--- src/hw/rtl/pvc_pkg.sv ---
// Shared constants and types for the printable Vigenere cipher unit.
package pvc_pkg;

  localparam int KEY_DEPTH = 64;
  localparam int KEY_AW    = (KEY_DEPTH > 1) ? $clog2(KEY_DEPTH) : 1;
  localparam int KEY_LW    = $clog2(KEY_DEPTH + 1);
  localparam int KEY_W     = 7;

  localparam logic [7:0] PRINT_LO  = 8'd32;
  localparam logic [7:0] PRINT_HI  = 8'd126;
  localparam logic [8:0] PRINT_MOD = 9'd95;
  localparam logic [7:0] ESC_BYTE  = 8'd27;
  localparam logic [7:0] ESC_END   = 8'd109;

  localparam logic REG_ENCRYPT_MODE = 1'b0;

  typedef enum logic [1:0] {
    OP_CLEAR  = 2'd0,
    OP_APPEND = 2'd1,
    OP_REWIND = 2'd2,
    OP_TEXT   = 2'd3
  } op_t;

  function automatic logic is_printable(input logic [7:0] b);
    return (b >= PRINT_LO) && (b <= PRINT_HI);
  endfunction

endpackage

--- src/hw/rtl/pvc_ram.sv ---
// Generic single-port-write, single-port-read RAM with registered read data.
module pvc_ram #(
  parameter int WIDTH = 8,
  parameter int DEPTH = 64,
  parameter int AW    = (DEPTH > 1) ? $clog2(DEPTH) : 1
) (
  input  logic             clk,
  input  logic             wr_en,
  input  logic [AW-1:0]    wr_addr,
  input  logic [WIDTH-1:0] wr_data,
  input  logic             rd_en,
  input  logic [AW-1:0]    rd_addr,
  output logic [WIDTH-1:0] rd_data
);

  logic [WIDTH-1:0] mem [DEPTH];

  always_ff @(posedge clk) begin
    if (wr_en) begin
      mem[wr_addr] <= wr_data;
    end
    if (rd_en) begin
      rd_data <= mem[rd_addr];
    end
  end

endmodule

--- src/hw/rtl/pvc_shift.sv ---
// Modulo-95 shift of one printable byte by one key byte.
module pvc_shift
  import pvc_pkg::*;
(
  input  logic             encrypt,
  input  logic             pass,
  input  logic [7:0]       text,
  input  logic [KEY_W-1:0] key,
  output logic [7:0]       result
);

  logic [8:0] sum;
  logic [8:0] diff;
  logic [8:0] folded;

  always_comb begin
    sum  = {1'b0, text} + {2'b0, key} - {PRINT_LO, 1'b0};
    diff = {1'b0, text} - {2'b0, key};
    if (encrypt) begin
      // sum is 0..188: one subtract brings it under the modulus
      folded = (sum >= PRINT_MOD) ? (sum - PRINT_MOD) : sum;
    end else begin
      folded = diff[8] ? (diff + PRINT_MOD) : diff;
    end
    if (pass) begin
      result = text;
    end else begin
      result = 8'(folded + {1'b0, PRINT_LO});
    end
  end

endmodule

--- src/hw/rtl/printable_vigenere_cipher_unit.sv ---
// Top level of the printable-ASCII Vigenere cipher unit.
//
//   channel  | dir | handshake               | payload
//   ---------+-----+-------------------------+----------------------------------
//   s_*      | in  | s_tvalid / s_tready     | tuser: operation, tdata: data_byte
//   m_*      | out | m_tvalid / m_tready     | tdata: out_byte
//   apb      | in  | psel, penable, pready=1 | reg 0 at 0x0: encrypt_mode
//
// One beat is taken every cycle unless a stalled output backs up into a full input
// stage; a text beat's result passes through the input stage and the output register.
// The key RAM read is registered, so the key lookup sits between the input stage and the output register.
// Reset clears key length, key position, escape state and all valid flags;
// the key RAM holds no reset and is read only below the key length.
// A stalled output holds one result plus one in the stage behind it.
module printable_vigenere_cipher_unit
  import pvc_pkg::*;
(
  input  logic        clk,
  input  logic        rst,
  input  logic        s_tvalid,
  output logic        s_tready,
  input  logic [7:0]  s_tdata,   // [7:0] data_byte
  input  logic [1:0]  s_tuser,   // [1:0] operation
  output logic        m_tvalid,
  input  logic        m_tready,
  output logic [7:0]  m_tdata,   // [7:0] out_byte
  input  logic        psel,
  input  logic        penable,
  input  logic        pwrite,
  input  logic [2:0]  paddr,
  input  logic [31:0] pwdata,
  output logic [31:0] prdata,
  output logic        pready
);

  logic              encrypt_mode;
  logic [KEY_LW-1:0] key_length;
  logic [KEY_LW-1:0] key_length_next;
  logic [KEY_AW-1:0] key_position;
  logic [KEY_AW-1:0] key_position_next;
  logic              in_escape;
  logic              in_escape_next;

  logic              s1_valid;
  logic              s1_pass;
  logic [7:0]        s1_byte;

  logic              accept;
  logic              advance;
  logic              produces;
  logic              printable;
  logic [KEY_AW-1:0] pos_used;
  logic [KEY_LW-1:0] pos_inc;
  logic              key_wr;
  logic              key_rd;
  logic [KEY_W-1:0]  key_byte;
  logic [7:0]        shifted;
  op_t               op;

  assign op        = op_t'(s_tuser);
  assign printable = is_printable(s_tdata);
  assign advance   = !m_tvalid || m_tready;
  assign s_tready  = !s1_valid || advance;
  assign accept    = s_tvalid && s_tready;

  // Configuration port
  assign pready = 1'b1;
  assign prdata = (paddr[2] == REG_ENCRYPT_MODE) ? {31'b0, encrypt_mode} : 32'b0;

  always_ff @(posedge clk) begin
    if (rst) begin
      encrypt_mode <= 1'b1;
    end else if (psel && penable && pwrite && pready && paddr[2] == REG_ENCRYPT_MODE) begin
      encrypt_mode <= pwdata[0];
    end
  end

  // Key state update
  always_comb begin
    key_length_next   = key_length;
    key_position_next = key_position;
    in_escape_next    = in_escape;
    key_wr            = 1'b0;
    key_rd            = 1'b0;
    produces          = 1'b0;
    pos_used = ({1'b0, key_position} >= key_length) ? '0 : key_position;
    pos_inc  = KEY_LW'({1'b0, pos_used}) + KEY_LW'(1);
    unique case (op)
      OP_CLEAR: begin
        key_length_next   = '0;
        key_position_next = '0;
        in_escape_next    = 1'b0;
      end
      OP_APPEND: begin
        if (in_escape) begin
          if (s_tdata == ESC_END) begin
            in_escape_next = 1'b0;
          end
        end else if (s_tdata == ESC_BYTE) begin
          in_escape_next = 1'b1;
        end else if (printable && key_length < KEY_LW'(KEY_DEPTH)) begin
          key_wr          = 1'b1;
          key_length_next = key_length + KEY_LW'(1);
        end
      end
      OP_REWIND: begin
        key_position_next = '0;
      end
      OP_TEXT: begin
        if (key_length == '0) begin
          produces = 1'b1;
        end else if (printable) begin
          produces          = 1'b1;
          key_rd            = 1'b1;
          key_position_next = (pos_inc >= key_length) ? '0 : pos_inc[KEY_AW-1:0];
        end
      end
      default: begin
      end
    endcase
  end

  always_ff @(posedge clk) begin
    if (rst) begin
      key_length   <= '0;
      key_position <= '0;
      in_escape    <= 1'b0;
    end else if (accept) begin
      key_length   <= key_length_next;
      key_position <= key_position_next;
      in_escape    <= in_escape_next;
    end
  end

  pvc_ram #(
    .WIDTH(KEY_W),
    .DEPTH(KEY_DEPTH),
    .AW   (KEY_AW)
  ) u_key_ram (
    .clk    (clk),
    .wr_en  (accept && key_wr),
    .wr_addr(key_length[KEY_AW-1:0]),
    .wr_data(s_tdata[KEY_W-1:0]),
    .rd_en  (accept && key_rd),
    .rd_addr(pos_used),
    .rd_data(key_byte)
  );

  // Input stage: hold the text byte while the key is read
  always_ff @(posedge clk) begin
    if (rst) begin
      s1_valid <= 1'b0;
    end else if (s_tready) begin
      s1_valid <= accept && produces;
    end
  end

  always_ff @(posedge clk) begin
    if (accept && produces) begin
      s1_byte <= s_tdata;
      s1_pass <= (key_length == '0);
    end
  end

  pvc_shift u_shift (
    .encrypt(encrypt_mode),
    .pass   (s1_pass),
    .text   (s1_byte),
    .key    (key_byte),
    .result (shifted)
  );

  // Output register
  always_ff @(posedge clk) begin
    if (rst) begin
      m_tvalid <= 1'b0;
    end else if (advance) begin
      m_tvalid <= s1_valid;
    end
  end

  always_ff @(posedge clk) begin
    if (advance && s1_valid) begin
      m_tdata <= shifted;
    end
  end

endmodule

--- config.mk ---
export PLATFORM = sky130hd
export DESIGN_NAME = printable_vigenere_cipher_unit
export DESIGN_NICKNAME = d
export VERILOG_FILES = /design/src/hw/rtl/pvc_pkg.sv /design/src/hw/rtl/pvc_ram.sv /design/src/hw/rtl/pvc_shift.sv /design/src/hw/rtl/printable_vigenere_cipher_unit.sv
export SDC_FILE = /design/constraint.sdc
export NUM_CORES = 1
export LEC_CHECK = 0
export ABC_AREA = 1
export BUFFER_PORTS_ARGS = -buffer_cell sky130_fd_sc_hd__buf_2
export CORE_UTILIZATION = 57
export CTS_CLUSTER_SIZE = 28
export DETAILED_ROUTE_END_ITERATION = 16
export GPL_ROUTABILITY_DRIVEN = 0
export MAX_ROUTING_LAYER = met4
export PLACE_DENSITY = 0.75
export SETUP_SLACK_MARGIN = 0.1
export SLEW_MARGIN = 30
export SYNTH_ARGS = -nofsm -noshare
export SYNTH_HDL_FRONTEND = slang
export SYNTH_HIERARCHICAL = 1
export SYNTH_SLANG_ARGS = --single-unit
--- constraint.sdc ---
create_clock -name clk -period 4.01 [get_ports clk]
set_input_delay 0.802 -clock clk [delete_from_list [all_inputs] [get_ports clk]]
set_output_delay 0.802 -clock clk [all_outputs]
set_load 0.05 [all_outputs]
==> impl_metrics.toml <==
[global_route]
grt_max_degree = 113
grt_pass1_vias = 14359
grt-ovfl-total = 0
antenna_found_initial = 0
grt_usage_pct = 27.12
grt_pass1_wl_um = 79630

[timing]
setup_violations = 0
relSlewSlack_pct = 43.98
max_freq_mhz = 274.8
hold_slack_ns = 0.4737
fin_crit_sh_pct = 90.75
period_minus_slack_ns = 3.639
slew_violations = 0
rsz0062_at_grt = "no"
worst_slew_pin_slew_ns = 0.8403
hold_violations = 0
timing.final.ws_setup_ns = 0.3711
tns_ns = 0
skew_ns = 0.02711

[route]
vias_per_cell = 5.786
ant_nets = 0
routed_wirelength_um = 51190
drc = 0
vias = 15652
wire_per_inst_um = 18.92
dr.pass1.iters = 6
drt_iter0_drc = 1559

[synth]
synth_warnings = 6
syn_area_um2 = 22340
syn_inst = 2131
syn_avg_cell_area_um2 = 10.48
yosys.area.top_type_share_pct = 63.44
yosysTopAreaCell = "edfxtp_1"
synth-simple-area-share_pct = 25.14
synthMuxAreaShare_pct = 0
synth_edf_count = 472
synth_common_cells = "706 x nand2_1, 472 x edfxtp_1, 425 x nand3_1"
synth_top_family_by_area = "simple AND/OR/NAND/NOR gates"
ys_seq_area_share_pct = 64.96
synth_adder_area_share_pct = 2.363
ys_ff_latch = 489
synth_xor_xnor_area_share_pct = 0.3528
synthArstFlopShare_pct = 0
synth_cell_type_count = 42
synth_compound_area_share_pct = 1.820
synth_ff_type = "edfxtp_1"
ys_top_cells_by_area = "edfxtp_1 63%, nand2_1 12%, nand3_1 9.5%, ha_1 2.2%, buf_4 1.7%"
synthMostInstantiatedCell = "nand2_1"

[placed_design]
dp_hpwl_um = 30540
pre_cts_ws_ns = 0.2394
io_buffers = 29
placed_cell_area_um2 = 22870
dpl.cell_count = 2616

[clock_tree]
cts_tree = "done"
cts-root-buf = "clkbuf_16"
numCtsBuffers = 48
clockBufferDepth = 3
cts.sinks = 489
clk_pin_slew_ns = 0.06
cts_max_level = 2
clock_latency_ns = 0.58

[finish]
syn_to_final_growth_pct = 9.845
final_cells = 2705
final_area_um2 = 24540
antennaDiodeCount = 0
final_nets = 2243
drive_gt1_share_pct = 9.465

[critical_path]
reg2reg_from = "s1_byte[1]"
worstSetupStartpointType = "flip-flop"
startpoint = "s1_byte[1]"
cp_max_fo = 7
required_ns = 4.32
cp.arrival_ns = 3.95
r2r_end = "m_tdata[7]"
rrSetupSlack_ns = 0.37
reg2reg_depth = 21
cp-endpoint = "m_tdata[7]"
end_kind = "flip-flop"
path_class = "flip-flop to flip-flop"

[floorplan]
die_area_um2 = 39990
coreArea_um2 = 38650
start_util_pct = 57.81
io_pins = 95
rows = 72
die_x_um = 200.0
die_h_um = 200.0

[pwr]
ir_worst_vdd_uv = 431.9
p_leak_nw = 9.180
power_density_nw_per_um2 = 428.2

[status]
status = "completed"

[flow_run]
drv_cap = 0

[worst_hold_path]
hold_path.class = "input port to flip-flop"
==> logic make-up after synthesis <==
group                    Yosys count
other                              2
XOR/XNOR                           9
flip-flops                       489
buffers and inverters            235
AND/OR/NAND/NOR                 1289
adder cells (fa/ha/maj)           41
AO/OA/AOI/OAI                     66
==> final cells by class <==
class                           instances  area [µm²]
Sequential cell                       489       14520
Fill cell                            2915       14110
Multi-Input combinational cell       1437        6783
Clock buffer                           63        1289
Tap cell                              518       648.1
Timing Repair Buffer                   76       585.6
Inverter                               98       374.1
Clock inverter                         24       340.3
==> layout by cell type, fill, tap and decap left out, types with 9 or more instances in the layout <==
cell type	instances
nand2_1	706
edfxtp_1	472
nand3_1	425
nor2_1	86
inv_1	86
clkbuf_16	49
buf_4	40
ha_1	38
a21oi_1	33
conb_1	32
buf_2	29
nand4_1	17
dfxtp_1	15
nand2_2	13
o21ai_0	13
clkbuf_1	13
clkinv_2	10
nand3_2	9
==> power by group <==
group | internal (mW) | switching, mW
registers | 5.60 | 0.00600
logic | 0.0564 | 0.252
clock network | 2.73 | 1.86
==> how the worst min path moves through the flow <==
stage | from | end | depth (start not counted)
finish | pwdata[0] | encrypt_mode | 3
global route | pwdata[0] | encrypt_mode | 3
CTS | pwdata[0] | encrypt_mode | 3
detailed placement | key_position[0] | key_position[0] | 2
global placement | s1_valid | m_tvalid | 2
floorplan | key_position[0] | key_position[0] | 2
==> flip-flops by register name, indices dropped and copies added (netlist names) <==
register           count
in_escape              1
m_tdata                8
key_length             7
u_key_ram/mem        448
s1_valid               1
key_position           6
encrypt_mode           1
s1_byte                8
u_key_ram/rd_data      7
s1_pass                1
m_tvalid               1
==> per-stage QoR <==
stage	power (mW)	utilization, %
5_1_grt	10.78	63.50
6_report	10.51	63.50
3_3_place_gp	6.013	59.18
4_1_cts	10.56	63.40
3_5_place_dp	6.019	59.18
2_1_floorplan	5.914	-
==> per-layer routing <==
metal / vias up / global-route usage [%] / routed length [µm]
met4: 0 / 8.114 / 1244
li1: 7305 / - / -
met1: 7522 / 37.69 / 21230
met3: 101 / 3.377 / 4190
met2: 724 / 42.22 / 24530
met5: - / - / 0
==> timing repair <==
item | CTS | global route
endpoints found under the setup margin | 0 | 15
endpoints found under the hold margin | 0 | 0
hold buffers | 0 | 0
resized for setup | 0 | 7
setup buffers | 0 | 2
==> critical path, cell delays in order (launching register included) <==
cell,delay [ns]
edfxtp_1,0.48
ha_4,0.29
inv_1,0.05
ha_1,0.19
inv_1,0.08
fa_1,0.53
inv_1,0.10
nand3_1,0.11
nor2_1,0.16
nand3_2,0.12
nand2_2,0.09
o21ai_2,0.08
nand2_4,0.10
o21ai_0,0.11
or2_1,0.23
nand3_1,0.09
nand2_1,0.07
ha_1,0.20
inv_1,0.07
nand3_1,0.10
nand3_1,0.10
nand2_1,0.06
Power figures use the tool's default switching activity.
